## src/i2ra_pkg.sv

```systemverilog
package i2ra_pkg;

  localparam int VALUE_WIDTH_DEF = 32;
  localparam int IN_WIDTH        = 32;
  localparam int BASE_WIDTH      = 5;
  localparam int DIGIT_WIDTH     = 4;
  localparam int CHAR_WIDTH      = 8;
  // dividend bits consumed per cycle by the digit divider
  localparam int CHUNK           = 8;

  localparam logic [BASE_WIDTH-1:0] BASE_MIN = 5'd2;
  localparam logic [BASE_WIDTH-1:0] BASE_MAX = 5'd16;

  localparam logic [DIGIT_WIDTH-1:0] DEC_DIGITS = 4'd10;

  localparam logic [CHAR_WIDTH-1:0] CHAR_MINUS   = 8'h2D;
  localparam logic [CHAR_WIDTH-1:0] CHAR_ZERO    = 8'h30;
  localparam logic [CHAR_WIDTH-1:0] CHAR_UPPER_A = 8'h41;
  localparam logic [CHAR_WIDTH-1:0] CHAR_LOWER_A = 8'h61;

  // controller -> datapath
  typedef struct packed {
    logic accept;      // load a new word
    logic div_step;    // run one chunk of the digit divide
    logic load_ptr;    // copy digit count into the read pointer
    logic emit_sign;   // load '-' into the output register
    logic emit_digit;  // load the next digit into the output register
  } cmd_t;

  // datapath -> controller
  typedef struct packed {
    logic step_last;   // this divide step finishes a digit
    logic quot_zero;   // quotient after this step is zero
    logic cnt_full;    // digit store is about to fill
    logic sign;        // a minus sign precedes the digits
    logic ptr_one;     // one digit left to send
    logic out_free;    // output register can take a word this cycle
  } sts_t;

  function automatic logic [CHAR_WIDTH-1:0] digit_char(input logic [DIGIT_WIDTH-1:0] d,
                                                        input logic lower);
    logic [CHAR_WIDTH-1:0] ext;
    ext = {{(CHAR_WIDTH-DIGIT_WIDTH){1'b0}}, d};
    if (d < DEC_DIGITS) begin
      digit_char = CHAR_ZERO + ext;
    end else if (lower) begin
      digit_char = CHAR_LOWER_A + ext - {{(CHAR_WIDTH-DIGIT_WIDTH){1'b0}}, DEC_DIGITS};
    end else begin
      digit_char = CHAR_UPPER_A + ext - {{(CHAR_WIDTH-DIGIT_WIDTH){1'b0}}, DEC_DIGITS};
    end
  endfunction

endpackage

```

## src/i2ra_dp.sv

```systemverilog
module i2ra_dp #(
  parameter int VALUE_WIDTH = i2ra_pkg::VALUE_WIDTH_DEF
) (
  input  logic                                clk,
  input  logic                                rst,
  input  i2ra_pkg::cmd_t                      cmd,
  output i2ra_pkg::sts_t                      sts,
  input  logic [i2ra_pkg::IN_WIDTH-1:0]       value,
  input  logic [i2ra_pkg::BASE_WIDTH-1:0]     base,
  input  logic                                unsigned_mode,
  input  logic                                lowercase,
  output logic                                out_valid,
  input  logic                                out_stall,
  output logic [i2ra_pkg::CHAR_WIDTH-1:0]     out_char,
  output logic                                last_char
);

  localparam int CHUNK = i2ra_pkg::CHUNK;
  localparam int STEPS = (VALUE_WIDTH + CHUNK - 1) / CHUNK;
  localparam int PW    = STEPS * CHUNK;
  localparam int CW    = $clog2(VALUE_WIDTH + 1);
  localparam int AW    = $clog2(VALUE_WIDTH);
  localparam int SW    = (STEPS > 1) ? $clog2(STEPS) : 1;
  localparam int DW    = i2ra_pkg::DIGIT_WIDTH;
  localparam int BW    = i2ra_pkg::BASE_WIDTH;

  logic [VALUE_WIDTH-1:0] word;
  logic [VALUE_WIDTH-1:0] mag;
  logic                   neg;
  logic [BW-1:0]          base_sat;

  logic [PW-1:0]   dividend, dividend_next;
  logic [DW-1:0]   rem, rem_next;
  logic [BW-1:0]   base_q;
  logic            lower;
  logic            sign;
  logic [SW-1:0]   step;
  logic [CW-1:0]   cnt;
  logic [CW-1:0]   ptr, ptr_next, ptr_dec;
  logic [AW-1:0]   rd_addr;
  logic [DW-1:0]   rd_data;
  logic [DW-1:0]   mem [VALUE_WIDTH];

  logic [DW-1:0]    r;
  logic [DW:0]      t;
  logic [CHUNK-1:0] q;
  logic             step_last;

  generate
    if (VALUE_WIDTH <= i2ra_pkg::IN_WIDTH) begin : g_trunc
      assign word = value[VALUE_WIDTH-1:0];
    end else begin : g_ext
      assign word = {{(VALUE_WIDTH-i2ra_pkg::IN_WIDTH){1'b0}}, value};
    end
  endgenerate

  assign neg = !unsigned_mode && word[VALUE_WIDTH-1];
  assign mag = neg ? (~word + 1'b1) : word;

  always_comb begin
    if (base < i2ra_pkg::BASE_MIN) begin
      base_sat = i2ra_pkg::BASE_MIN;
    end else if (base > i2ra_pkg::BASE_MAX) begin
      base_sat = i2ra_pkg::BASE_MAX;
    end else begin
      base_sat = base;
    end
  end

  // restoring divide over one chunk; remainder stays below the base
  always_comb begin
    r = rem;
    t = '0;
    q = '0;
    for (int i = 0; i < CHUNK; i++) begin
      t = {r, dividend[PW-1-i]};
      if (t >= base_q) begin
        q[CHUNK-1-i] = 1'b1;
        t = t - base_q;
      end
      r = t[DW-1:0];
    end
    rem_next      = r;
    dividend_next = (dividend << CHUNK) | PW'(q);
  end

  assign step_last = (step == SW'(STEPS - 1));

  always_comb begin
    if (cmd.load_ptr) begin
      ptr_next = cnt;
    end else if (cmd.emit_digit) begin
      ptr_next = ptr - CW'(1);
    end else begin
      ptr_next = ptr;
    end
  end

  assign ptr_dec = ptr_next - CW'(1);
  assign rd_addr = ptr_dec[AW-1:0];

  always_ff @(posedge clk) begin
    if (rst) begin
      dividend <= '0;
      rem      <= '0;
      sign     <= 1'b0;
      step     <= '0;
      cnt      <= '0;
      ptr      <= '0;
    end else begin
      ptr <= ptr_next;
      if (cmd.accept) begin
        dividend <= PW'(mag);
        rem      <= '0;
        sign     <= neg;
        step     <= '0;
        cnt      <= '0;
      end else if (cmd.div_step) begin
        dividend <= dividend_next;
        if (step_last) begin
          rem  <= '0;
          step <= '0;
          cnt  <= cnt + CW'(1);
        end else begin
          rem  <= rem_next;
          step <= step + SW'(1);
        end
      end
    end
  end

  always_ff @(posedge clk) begin
    if (cmd.accept) begin
      base_q <= base_sat;
      lower  <= lowercase;
    end
  end

  always_ff @(posedge clk) begin
    if (cmd.div_step && step_last) begin
      mem[cnt[AW-1:0]] <= rem_next;
    end
    rd_data <= mem[rd_addr];
  end

  // output register
  always_ff @(posedge clk) begin
    if (rst) begin
      out_valid <= 1'b0;
    end else if (cmd.emit_sign || cmd.emit_digit) begin
      out_valid <= 1'b1;
    end else if (!out_stall) begin
      out_valid <= 1'b0;
    end
  end

  always_ff @(posedge clk) begin
    if (cmd.emit_sign) begin
      out_char  <= i2ra_pkg::CHAR_MINUS;
      last_char <= 1'b0;
    end else if (cmd.emit_digit) begin
      out_char  <= i2ra_pkg::digit_char(rd_data, lower);
      last_char <= (ptr == CW'(1));
    end
  end

  assign sts.step_last = step_last;
  assign sts.quot_zero = (dividend_next == '0);
  assign sts.cnt_full  = (cnt == CW'(VALUE_WIDTH - 1));
  assign sts.sign      = sign;
  assign sts.ptr_one   = (ptr == CW'(1));
  assign sts.out_free  = !out_valid || !out_stall;

`ifndef ASSERT_OFF
  a_rem_below_base: assert property (@(posedge clk) disable iff (rst)
    cmd.div_step |-> (BW'(rem) < base_q))
    else $error("divider remainder not below base");

  a_ptr_in_range: assert property (@(posedge clk) disable iff (rst)
    cmd.emit_digit |-> (ptr != '0) && (ptr <= cnt))
    else $error("digit read outside stored digits");

  a_last_flag: assert property (@(posedge clk) disable iff (rst)
    cmd.emit_digit && (ptr == CW'(1)) |=> out_valid && last_char)
    else $error("final digit not flagged as last");
`endif

endmodule

```

## src/i2ra_ctrl.sv

```systemverilog
module i2ra_ctrl (
  input  logic           clk,
  input  logic           rst,
  input  logic           in_valid,
  output logic           in_stall,
  input  i2ra_pkg::sts_t sts,
  output i2ra_pkg::cmd_t cmd
);

  typedef enum logic [2:0] {
    IDLE,
    DIV,
    PREP,
    SIGN,
    EMIT
  } state_t;

  state_t state, state_next;

  always_comb begin
    cmd        = '0;
    state_next = state;
    in_stall   = (state != IDLE);
    case (state)
      IDLE: begin
        cmd.accept = in_valid;
        if (in_valid) begin
          state_next = DIV;
        end
      end
      DIV: begin
        cmd.div_step = 1'b1;
        if (sts.step_last && (sts.quot_zero || sts.cnt_full)) begin
          state_next = sts.sign ? SIGN : PREP;
        end
      end
      PREP: begin
        cmd.load_ptr = 1'b1;
        state_next   = EMIT;
      end
      SIGN: begin
        cmd.load_ptr  = 1'b1;
        cmd.emit_sign = sts.out_free;
        if (sts.out_free) begin
          state_next = EMIT;
        end
      end
      EMIT: begin
        cmd.emit_digit = sts.out_free;
        if (sts.out_free && sts.ptr_one) begin
          state_next = IDLE;
        end
      end
      default: begin
        state_next = IDLE;
      end
    endcase
  end

  always_ff @(posedge clk) begin
    if (rst) begin
      state <= IDLE;
    end else begin
      state <= state_next;
    end
  end

endmodule

```

## src/integer_to_radix_ascii.sv

```systemverilog
// channel | direction | handshake            | payload
// --------+-----------+----------------------+---------------------------------------
// in      | sink      | in_valid / in_stall   | value, base, unsigned_mode, lowercase
// out     | source    | out_valid / out_stall | out_char, last_char
//
// Sequence: take the word, divide out each digit (8 quotient bits a cycle), set up the
//   digit read (it also sends any minus sign), then send the digits while out is not stalled.
// The next word is taken once the last character sits in the output register.
// Reset (rst, synchronous, active high) clears the controller, counters and the
//   output valid; the digit store is not cleared. A stall on out holds the output word.
module integer_to_radix_ascii #(
  parameter int VALUE_WIDTH = i2ra_pkg::VALUE_WIDTH_DEF
) (
  input  logic                            clk,
  input  logic                            rst,
  input  logic                            in_valid,
  output logic                            in_stall,
  input  logic [i2ra_pkg::IN_WIDTH-1:0]   value,
  input  logic [i2ra_pkg::BASE_WIDTH-1:0] base,
  input  logic                            unsigned_mode,
  input  logic                            lowercase,
  output logic                            out_valid,
  input  logic                            out_stall,
  output logic [i2ra_pkg::CHAR_WIDTH-1:0] out_char,
  output logic                            last_char
);

  i2ra_pkg::cmd_t cmd;
  i2ra_pkg::sts_t sts;

  // Sequencer: take a word, run the digit divide, then send sign and digits.
  i2ra_ctrl u_ctrl (
    .clk      (clk),
    .rst      (rst),
    .in_valid (in_valid),
    .in_stall (in_stall),
    .sts      (sts),
    .cmd      (cmd)
  );

  // Magnitude, chunked divider, digit store and output register.
  i2ra_dp #(
    .VALUE_WIDTH (VALUE_WIDTH)
  ) u_dp (
    .clk           (clk),
    .rst           (rst),
    .cmd           (cmd),
    .sts           (sts),
    .value         (value),
    .base          (base),
    .unsigned_mode (unsigned_mode),
    .lowercase     (lowercase),
    .out_valid     (out_valid),
    .out_stall     (out_stall),
    .out_char      (out_char),
    .last_char     (last_char)
  );

`ifndef ASSERT_OFF
  // Characters of one number leave back to back: no bubble inside a number.
  a_no_gap: assert property (@(posedge clk) disable iff (rst)
    out_valid && !out_stall && !last_char |=> out_valid)
    else $error("gap inside a number's characters");
`endif

endmodule

```

## config.mk

```make
export PLATFORM = sky130hd
export DESIGN_NAME = integer_to_radix_ascii
export DESIGN_NICKNAME = d
export VERILOG_FILES = /design/src/i2ra_pkg.sv /design/src/i2ra_dp.sv /design/src/i2ra_ctrl.sv /design/src/integer_to_radix_ascii.sv
export SDC_FILE = /design/constraint.sdc
export NUM_CORES = 1
export LEC_CHECK = 0
export ABC_AREA = 0
export BUFFER_PORTS_ARGS = -buffer_cell sky130_fd_sc_hd__buf_4
export CORE_UTILIZATION = 49
export CTS_BUF_LIST = sky130_fd_sc_hd__clkbuf_8 sky130_fd_sc_hd__clkbuf_16
export DETAILED_ROUTE_END_ITERATION = 8
export PLACE_DENSITY = 0.63
export SLEW_MARGIN = 25
export SYNTH_ARGS = -nofsm -noshare
export SYNTH_HDL_FRONTEND = slang
export SYNTH_SLANG_ARGS = --single-unit
```

## constraint.sdc

```tcl
create_clock -name clk -period 15.6 [get_ports clk]
set_clock_uncertainty 0.2 [all_clocks]
set_input_delay 1.56 -clock clk [delete_from_list [all_inputs] [get_ports clk]]
set_output_delay 1.56 -clock clk [all_outputs]
set_load 0.02 [all_outputs]
```

# Word-level counts from Yosys, hierarchy flattened
# Memories as Yosys holds them, arrays and structs flattened. A register that Yosys moved wholly into a read port is not among the register bits.
# Cells that the tools add are included.
# word_totals
regBits	70
latchBits	0
mem_bits_rw	128
romBits	0
in_bits	43
out_inout_bits	11
elab_cells	117
memories	1
# mem_list
memory	words	word_bits	read_ports	rd_ports_with_merged_regs	write_ports	line	text
u_dp.mem	32	4	1	1	1	i2ra_dp.sv:42	logic [DW-1:0] mem [VALUE_WIDTH];
# classes
addsub	18
n_mul	0
div	0
magnitude_cmp	11
eq_ne	12
shifts	0
n_mux	41
bitwise_logic	2
reduce_logical	19
# op_table
op	n
$mux 32	3
$ge 5x5->1	8
$mux 4	9
$add 32x1->32 const B	1
$logic_not 32->1	1
$not 32->32	1
$or 32x8->32	1
$sub 4x4->4	8
$mux 1	18
$add 7x4->8 const A	2
$mux 8	2
$sub 8x4->8 const B	2
$pmux 3 s5	1
$mux 3	4
$mux 6	2
$ne 2x1->1 const B	4
$add 6x4->7 const A	1
$add 6x1->6 const B	1
$eq 3x2->1 const B	2
$eq 6x1->1 const B	1
$eq 6x5->1 const B	1
$reduce_or 2->1	3
$sub 6x1->6 const B	1
$gt 5x5->1 const B	1
18 further kinds	25

# Logic depth before layout (Yosys ltp)
# Gate-level depths: netlist of run 1.
# depth
word_depth	22
depth_mapped	55
depth_no_buf	55

# Modules after synthesis
# Synthesis of run 1 repeated with hierarchy kept, for this count alone.
# unflattened
hier_cells	1047
area_unflattened_um2	11984.0
# modules_own_cells
mod	instances	cells_per_inst	area_per_inst_um2	seq_area_each_um2
i2ra_dp	1	1022	11781.3	5305.1
i2ra_ctrl	1	25	202.7	60.1

# Worst setup path after synthesis of run 1
# No wires, ideal clock.
# synth_timing
kind	flip-flop to flip-flop
from	reg u_dp.base_q[1]
to	mem u_dp.mem[0][3] (netlist name), data pin
arrival_time_ns	11.762
required_ns	14.922
slack_ns	3.160
path_stages_with_launch	45
n_path_buf	0
cell_sequence	edfxtp_1 inv_1 ha_1 a31oi_1 o21ai_1 mux2_2 ha_1 a21o_1 a31oi_1 o21ai_1 o21ai_0 inv_1 ha_1 a21o_1 a31oi_1 o21ai_1 o21ai_0 inv_1 (+9 left out) ha_1 nor2b_1 o31a_1 o22ai_1 mux2_2 inv_1 ha_1 nor2b_1 o21ai_0 nand2b_1 o41a_1 mux2_2 inv_1 ha_1 a21o_1 a21oi_1 o21ai_1 o31ai_1
# synth_between
elab_chain_len	16
# synth_lines
element	line	text
from (decl)	i2ra_dp.sv:34	logic [BW-1:0] base_q;
from (signal assigned)	i2ra_dp.sv:134	base_q <= base_sat;
$sub 4x4->4 / $ge 5x5->1 (equally long branches)	i2ra_dp.sv:79, i2ra_dp.sv:77	
$mux 4	i2ra_dp.sv:77	if (t >= base_q) begin
$sub 4x4->4 / $ge 5x5->1 (equally long branches)	i2ra_dp.sv:79, i2ra_dp.sv:77	
$mux 4	i2ra_dp.sv:77	
$sub 4x4->4 / $ge 5x5->1 (equally long branches)	i2ra_dp.sv:79, i2ra_dp.sv:77	
$mux 4	i2ra_dp.sv:77	
$ge 5x5->1 / $sub 4x4->4 (equally long branches)	i2ra_dp.sv:77, i2ra_dp.sv:79	
$mux 4	i2ra_dp.sv:77	
$sub 4x4->4 / $ge 5x5->1 (equally long branches)	i2ra_dp.sv:79, i2ra_dp.sv:77	
$mux 4	i2ra_dp.sv:77	
$sub 4x4->4 / $ge 5x5->1 (equally long branches)	i2ra_dp.sv:79, i2ra_dp.sv:77	
$mux 4	i2ra_dp.sv:77	
$ge 5x5->1 / $sub 4x4->4 (equally long branches)	i2ra_dp.sv:77, i2ra_dp.sv:79	
$mux 4	i2ra_dp.sv:77	
$sub 4x4->4 / $ge 5x5->1 (equally long branches)	i2ra_dp.sv:79, i2ra_dp.sv:77	
$mux 4 *	i2ra_dp.sv:77	
via u_dp.t[3]	i2ra_dp.sv:45	logic [DW:0] t;
to (decl)	i2ra_dp.sv:42	
# The timed path passes the listed nets; every way through them passes the cells marked *.

# Worst setup path in the final report of run 1
# layout_timing
from	reg u_dp.base_q[1]
to	reg u_dp.rem[2]
# layout_between
elab_chain_len	17
# layout_lines
element	line	text
$sub 4x4->4 / $ge 5x5->1 (equally long branches)	i2ra_dp.sv:79, i2ra_dp.sv:77	
$mux 4	i2ra_dp.sv:77	
$sub 4x4->4 / $ge 5x5->1 (equally long branches)	i2ra_dp.sv:79, i2ra_dp.sv:77	
$mux 4	i2ra_dp.sv:77	
$sub 4x4->4 / $ge 5x5->1 (equally long branches)	i2ra_dp.sv:79, i2ra_dp.sv:77	
$mux 4	i2ra_dp.sv:77	
$ge 5x5->1 / $sub 4x4->4 (equally long branches)	i2ra_dp.sv:77, i2ra_dp.sv:79	
$mux 4	i2ra_dp.sv:77	
(+2 left out)	--	
$sub 4x4->4 / $ge 5x5->1 (equally long branches)	i2ra_dp.sv:79, i2ra_dp.sv:77	
$mux 4	i2ra_dp.sv:77	
$ge 5x5->1 / $sub 4x4->4 (equally long branches)	i2ra_dp.sv:77, i2ra_dp.sv:79	
$mux 4	i2ra_dp.sv:77	
$sub 4x4->4 / $ge 5x5->1 (equally long branches)	i2ra_dp.sv:79, i2ra_dp.sv:77	
$mux 4 *	i2ra_dp.sv:77	
via u_dp.t[2]	i2ra_dp.sv:45	
$mux 4 *	i2ra_dp.sv:120	if (step_last) begin
to (signal assigned)	i2ra_dp.sv:125	rem <= rem_next;
to (decl)	i2ra_dp.sv:33	logic [DW-1:0] rem, rem_next;
# Marks and branches as above.
# A chain may end at the register's enable or synchronous reset.

==> impl_metrics.toml, run 1 <==
[timing]
post-route-min-period_ns = 13.57
post-route-period-util = 0.870
rsz0062_at_grt = "no"
hold_viol = 0
maxSlewViolCount = 0
whs_ns = 0.259
setup_violations = 0
worst_pin_slew_ns = 0.986
slew_headroom = 0.342
fmax_mhz = 73.7
tns_ns = 0

[floorplanning]
die_area_sq_mm = 0.0236
initial_core_util = 0.499
fp.dieH_um = 154
coreArea_sq_mm = 0.0226
io_pins = 54
die_x_um = 154
num_rows = 55

[logic_synthesis]
synth_cells = 1027
synthTopCellsByCount = "134 x edfxtp_1, 97 x nor2_1, 90 x nand2_1"
syn-num-nets = 1128
yosysWarnings = 0
synth_most_common_cell = "edfxtp_1"
synth_area_sq_mm = 0.0113
yosys.area.top_type = "edfxtp_1"
yosysUniqueCellTypes = 63
ys.flop_type = "edfxtp_1"
async_flop_share = 0
yosysSeqAreaShare = 0.476
synth.top_cell.area_share = 0.357
synth-seq-cells = 201
synth_area_leaders = "edfxtp_1 36%, dfxtp_1 12%, mux4_2 5.6%, ha_1 5.6%, mux2i_1 3.6%"
syn_avg_cell_area_sq_um = 11.0
synth_edf_count = 134

[detailed_routing]
drt_first_pass_iters = 6
met2WireLength_mm = 11.9
met1_length_mm = 12.9
highest_layer = "met4"
ant_nets = 0
drt_wl_total_mm = 26.3
via_per_inst = 5.94
wl_per_cell_um = 19.3
drtIter0Drc = 502
vias = 8125
dr_wl_met3_mm = 1.18
drc = 0

[cts]
cts_tree = "built"
clk_latency_ns = 0.53
path_clk_slew_ns = 0.06
cts_resized = 0
cts_buffers = 23
hold_buffers = 0
numClockSinks = 201
htree_levels = 1
clockBufferDepth = 3
cts-root-buf = "clkbuf_16"
postCtsSetupBuffers = 0

[global_route]
grt_antenna_before_repair = 0
grt_max_degree = 46
grtUsageTotal = 0.226
grt-ovfl-total = 0
grt_pass1_vias = 7858
grt_pass1_wl_mm = 42.2

[worst_setup_path]
worst_setup_path_start_kind = "register"
crit_buf_inv = 3
slowest_delay_ns = 0.72
worstSetupPathType = "reg -> reg"
ff2ff_path_depth = 44
cp_slowest_cell = "edfxtp_1"
crit_fanout = 33
crit_path_end_kind = "register"
cp_common_cell = "ha_1"
crit_family = "compound AO/OA/AOI/OAI gates"
cp.depth = 44
crit_arrival_ns = 13.75
required_ns = 15.78

[layout]
fin_nets = 1166
fin_area_sq_mm = 0.0127
fill_cells = 1964
area_delta_synth_final_pct = 12.4
diodes = 0
drive_above_1_share = 0.152
final_util = 0.561

[placed_design]
placed_area_sq_mm = 0.0119
gpl.final_weighted_congestion = 0.812
port_buffers = 52
hpwl_mm = 17.8

[hold_path]
whs_path_depth = 2
hold_path_class = "reg -> reg"

[outcome]
status = "finished, final reports clean"

[run]
drv_cap = 0
worst paths after layout:
check / startpoint / endpoint / slack (ns)
setup / recovery: u_dp.base_q[1] / u_dp.rem[2] / 2.03
hold reg to reg: u_dp.out_char[1] / u_dp.out_char[1] / 0.26
setup reg to reg: u_dp.base_q[1] / u_dp.rem[2] / 2.03
hold / removal: u_dp.out_char[1] / u_dp.out_char[1] / 0.26
cell type report:
cell class | instances | area (sq um) | share of cell area
sequential | 201 | 5370 | 0.424
multi-input combinational | 736 | 5590 | 0.442
clock buffer | 25 | 614 | 0.0485
inverter | 41 | 154 | 0.0122
clock inverter | 17 | 118 | 0.00929
timing repair buffer | 62 | 465 | 0.0368
tap | 285 | 357 | 0.0282
state kept, by name (all words and copies together), names as in the netlist, 2 cells and up:
signal / cells
u_dp.cnt: 6
u_dp.rem: 4
u_dp.ptr: 6
u_dp.base_q: 5
u_dp.mem: 128
u_ctrl.state: 3
u_dp.rd_data: 4
u_dp.step: 2
u_dp.out_char: 7
u_dp.dividend: 32
metal layers:
layer | global-route usage | vias up
li1 | - | 3950
met1 | 0.333 | 3963
met2 | 0.356 | 185
met3 | 0.0242 | 27
met4 | 0.0529 | 0
met5 | 0 | -
through the flow:
stage / instances / setup slack, ns
6_report: 1367 / 2.03
5_1_grt: 1367 / 0.950
4_1_cts: 1366 / 2.01
3_5_place_dp: 1324 / 2.04
3_3_place_gp: 1324 / 2.41
2_1_floorplan: 1027 / 3.16
layout by cell type, fill, tap and decap left out, types with 28 or more instances in the layout:
cell | synthesis | routed
ha_1 | 50 | 49
xnor2_1 | 31 | 31
mux4_2 | 28 | 28
inv_1 | 40 | 45
edfxtp_1 | 134 | 134
nand2_1 | 90 | 90
buf_4 | 1 | 62
nor2_1 | 97 | 96
mux2i_1 | 41 | 40
a22oi_1 | 33 | 33
dfxtp_1 | 67 | 67
a21oi_1 | 77 | 76
kinds of logic after synthesis:
group	count (synthesis)	synth area share
other	1	0.000333
adder cells (fa/ha/maj)	58	0.0698
multiplexers	98	0.121
XOR/XNOR	50	0.0395
AO/OA/AOI/OAI	232	0.134
flip-flops	201	0.476
AND/OR/NAND/NOR	297	0.127
buffers and inverters	90	0.0320
worst register-to-register path: cells and delay by family (launching register included):
family	cells	cell delay [ns]
AND/OR/NAND/NOR	6	0.60
flip-flops	1	0.72
buffers and inverters	3	0.54
multiplexers	6	2.50
AO/OA/AOI/OAI	21	6.37
adder cells (fa/ha/maj)	8	2.54
Power of run 1 is not shown: default switching activity piles up to over one toggle a cycle in this logic, so the estimate is an artifact.
==> run 2, diff against run 1 <==
--- a/config.mk
+++ b/config.mk
@@ -8,8 +8,9 @@
 export ABC_AREA = 0
 export BUFFER_PORTS_ARGS = -buffer_cell sky130_fd_sc_hd__buf_4
 export CORE_UTILIZATION = 49
-export CTS_BUF_LIST = sky130_fd_sc_hd__clkbuf_8 sky130_fd_sc_hd__clkbuf_16
+export CTS_BUF_LIST = sky130_fd_sc_hd__clkbuf_8
 export DETAILED_ROUTE_END_ITERATION = 8
+export GPL_ROUTABILITY_DRIVEN = 0
 export PLACE_DENSITY = 0.63
 export SLEW_MARGIN = 25
 export SYNTH_ARGS = -nofsm -noshare
==> impl_metrics.toml, run 2 (synthesis gave the netlist of run 1 again) <==
[worst_setup_path]
ff2ff_path_depth = 44
slowest_delay_ns = 0.71
crit_fanout = 33
crit_path_end_kind = "register"
r2r-start = "u_dp.base_q[1]"
worst_r2r_endpoint = "u_dp.rem[2]"
worstSetupPathType = "reg -> reg"
crit_arrival_ns = 13.82
r2r_slack_ns = 1.96
worst_setup_path_start_kind = "register"
required_ns = 15.78
cp_slowest_cell = "edfxtp_1"
cp_common_cell = "ha_1"

[floorplanning]
num_rows = 55
die_x_um = 154
coreArea_sq_mm = 0.0226
fp.dieH_um = 154
io_pins = 54
die_area_sq_mm = 0.0236
initial_core_util = 0.499

[detailed_routing]
wl_per_cell_um = 19.0
ant_nets = 0
drc = 0
drtIter0Drc = 555
via_per_inst = 5.91
drt_first_pass_iters = 5
drt_wl_total_mm = 26.4
vias = 8224

[layout]
largest_reg_flops = 128
final_util = 0.560
diodes = 0
multiInputGateArea_sq_mm = 0.00559
fill_cells = 1962
fin_nets = 1179
area_delta_synth_final_pct = 12.3
drive_above_1_share = 0.163
layout_common_cells = "134 x edfxtp_1, 96 x nor2_1, 90 x nand2_1"
final_common_cell = "edfxtp_1"
final-seq-area_sq_mm = 0.00537

[placed_design]
port_buffers = 52
preCtsSetupSlack_ns = 2.04
hpwl_mm = 17.8

[global_route]
grt_pass1_wl_mm = 42.4
grt-ovfl-total = 0
grt_pass1_vias = 7974
grt_antenna_before_repair = 0
grtUsageTotal = 0.228
grt_max_degree = 46

[outcome]
status = "finished, final reports clean"

[timing]
fmax_mhz = 73.3
post-route-period-util = 0.874
tns_ns = 0
setup_ws_ns = 1.96
worst_pin_slew_ns = 1.01
slew_headroom = 0.329
post-route-min-period_ns = 13.64
hold_viol = 0
whs_ns = 0.252
setup_violations = 0
rsz0062_at_grt = "no"
maxSlewViolCount = 0

[cts]
clk_latency_ns = 0.52
cts_buffers = 36
htree_levels = 2
postCtsSetupBuffers = 0
cts-root-buf = "clkbuf_8"
hold_buffers = 0
numClockSinks = 201
path_clk_slew_ns = 0.06
cts_resized = 0
cts_tree = "built"
clockBufferDepth = 3

[hold_path]
min_from = "u_dp.out_char[1]"
whs_path_depth = 2
holdPathEnd = "u_dp.out_char[1]"
hold_path_class = "reg -> reg"

[run]
drv_cap = 0
-- run 2: worst max path at each step --
stage | from | to | slack, ns | cells after the start
3_5_place_dp | u_dp.base_q[1] | u_dp.rem[2] | 2.04 | 45
2_1_floorplan | u_dp.base_q[1] | u_dp.mem[0][3] | 3.16 | 44
5_1_grt | u_dp.base_q[1] | u_dp.rem[2] | 0.94 | 45
6_report | u_dp.base_q[1] | u_dp.rem[2] | 1.96 | 44
4_1_cts | u_dp.base_q[1] | u_dp.rem[2] | 2.01 | 45
3_3_place_gp | u_dp.base_q[1] | u_dp.rem[2] | 2.41 | 44
-- run 2: cell type report --
cell class	instances	area share
flip-flops and latches	201	0.424
clock buffers	44	0.0479
multi-input cells	736	0.442
inverters	41	0.0122
clock inverters	22	0.00851
well taps	285	0.0282
repair buffers	62	0.0368
-- run 2: routing by layer --
metal / vias to the layer above / share of wire / GRT usage
met5: - / 0 / 0
met3: 43 / 0.046 / 0.0364
met4: 0 / 0.019 / 0.0552
met1: 4005 / 0.48 / 0.328
li1: 3976 / - / -
met2: 200 / 0.45 / 0.361
-- run 2: per-stage QoR --
step | instance area, sq um | cells
floorplan | 11300 | 1027
global placement | 11900 | 1324
detailed placement | 11900 | 1324
CTS | 12600 | 1390
global route | 12600 | 1391
finish | 12600 | 1391
-- run 2: worst max-delay path, delay by kind of cell, from the launching register on --
family,cells,cell delay [ns]
adder cells (fa/ha/maj),8,2.55
AND/OR/NAND/NOR,6,0.60
multiplexers,6,2.54
flip-flops,1,0.71
AO/OA/AOI/OAI,21,6.37
buffers and inverters,3,0.52
Power of run 2 is left out for the same reason.
==> run 3, diff against run 2 <==
--- a/config.mk
+++ b/config.mk
@@ -5,7 +5,7 @@
 export SDC_FILE = /design/constraint.sdc
 export NUM_CORES = 1
 export LEC_CHECK = 0
-export ABC_AREA = 0
+export ABC_AREA = 1
 export BUFFER_PORTS_ARGS = -buffer_cell sky130_fd_sc_hd__buf_4
 export CORE_UTILIZATION = 49
 export CTS_BUF_LIST = sky130_fd_sc_hd__clkbuf_8
==> impl_metrics.toml, run 3 <==
[layout]
largest_reg_flops = 128
diodes = 0
area_delta_synth_final_pct = 10.1
drive_above_1_share = 0.0974
fill_cells = 2311
final_util = 0.556
fin_nets = 1635
layout_common_cells = "322 x nand2_1, 240 x inv_1, 218 x nand3_1"
final_common_cell = "nand2_1"

[timing]
post-route-period-util = 0.765
fmax_mhz = 83.8
worst_pin_slew_ns = 0.920
whs_ns = 0.270
post-route-min-period_ns = 11.93
tns_ns = 0
setup_ws_ns = 3.67
setup_violations = 0
slew_headroom = 0.384
maxSlewViolCount = 0
hold_viol = 0
rsz0062_at_grt = "no"

[detailed_routing]
drt_first_pass_iters = 5
drtIter0Drc = 767
ant_nets = 0
vias = 10005
drc = 0
drt_wl_total_mm = 30.1
wl_per_cell_um = 16.0
via_per_inst = 5.32

[global_route]
grt_pass1_vias = 9370
busiest_layer = "met2"
grt_util_met1 = 0.299
grt_antenna_before_repair = 0
grt_max_degree = 68
grt_pass1_wl_mm = 47.7
grt-ovfl-total = 0
grtUsageTotal = 0.248
gr-usage-met2 = 0.446
grt_use_met3 = 0.0320

[placed_design]
port_buffers = 52
hpwl_mm = 20.9
preCtsSetupSlack_ns = 3.34

[logic_synthesis]
synth_area_leaders = "edfxtp_1 34%, dfxtp_1 11%, nand2_1 10%, nand3_1 9.1%, inv_1 7.4%"
synth_fa_ha_area_frac = 0.0657
synth_most_common_cell = "nand2_1"
yosysWarnings = 0
syn_avg_cell_area_sq_um = 8.01
synth_area_sq_mm = 0.0120
synth_edf_count = 134
synth-simple-area-share = 0.285
synth_cells = 1494
yosysSeqAreaShare = 0.449
async_flop_share = 0
yosysUniqueCellTypes = 49
synthTopCellsByCount = "323 x nand2_1, 237 x inv_1, 218 x nand3_1"
syn-num-nets = 1595
synth_top_family_by_area = "simple AND/OR/NAND/NOR gates"
synth-seq-cells = 201
synth_mux_area_frac = 0
ys.flop_type = "edfxtp_1"
synth_compound_area_frac = 0.0761
yosys.area.top_type = "edfxtp_1"
synth.top_cell.area_share = 0.336
synth-xor-area-share = 0.0204

[floorplanning]
initial_core_util = 0.505
coreArea_sq_mm = 0.0237
fp.dieH_um = 158
num_rows = 56
io_pins = 54
die_area_sq_mm = 0.0250
die_x_um = 158

[worst_setup_path]
slowest_delay_ns = 0.69
worstSetupPathType = "reg -> reg"
crit_path_end_kind = "register"
required_ns = 15.65
cp_common_cell = "nand2_1"
crit_fanout = 32
crit_arrival_ns = 11.98
cp_slowest_cell = "edfxtp_1"
worst_setup_path_start_kind = "register"

[hold_path]
hold_path_class = "reg -> reg"

[cts]
path_clk_slew_ns = 0.06
clk_latency_ns = 0.53
cts_resized = 0
postCtsSetupBuffers = 0
htree_levels = 2
clockBufferDepth = 3
hold_buffers = 0
cts-root-buf = "clkbuf_8"
cts_buffers = 36
cts_tree = "built"
numClockSinks = 201

[outcome]
status = "finished, final reports clean"

[run]
drv_cap = 0
## run 3: metal layers
| metal | share of wire | vias up |
|---|---|---|
| li1 | - | 5018 |
| met1 | 0.43 | 4653 |
| met2 | 0.50 | 273 |
| met3 | 0.043 | 61 |
| met4 | 0.032 | 0 |
| met5 | 0 | - |
## run 3: kinds of logic (layout without fill, tap and decap cells)
group,after synthesis,count (layout)
other,1,1
AND/OR/NAND/NOR,749,749
XOR/XNOR,27,27
flip-flops,201,201
AO/OA/AOI/OAI,160,160
adder cells (fa/ha/maj),58,58
buffers and inverters,298,364
## run 3: through the flow
stage                     std cells  area (sq um)
after global routing           1879         13200
after detailed placement       1815         12500
after global placement         1815         12500
after floorplan                1494         12000
final                          1879         13200
after CTS                      1879         13200
## run 3: final timing paths
path,slack (ns),to,start,depth (start not counted)
max,3.67,u_dp.mem[23][2],u_dp.base_q[1],62
min,0.27,u_dp.out_char[1],u_dp.out_char[1],2
max reg2reg,3.67,u_dp.mem[23][2],u_dp.base_q[1],62
min reg2reg,0.27,u_dp.out_char[1],u_dp.out_char[1],2
## run 3: layout make-up
class	instances	area, sq um	area share
Clock inverter	24	116	0.00884
Inverter	240	901	0.0684
Multi-Input combinational cell	995	5380	0.409
Clock buffer	40	551	0.0418
Sequential cell	201	5370	0.408
Timing Repair Buffer	60	450	0.0342
Tap cell	319	399	0.0303
## run 3: critical path: cells and delay by family (launching register included)
kind | cells | cell delay (ns)
AOI/OAI and AO/OA | 11 | 2.17
buffers and inverters | 8 | 1.17
and+or+nand+nor | 35 | 4.93
DFF | 1 | 0.69
adders and majority gates | 8 | 2.42
Power of run 3 is left out for the same reason.
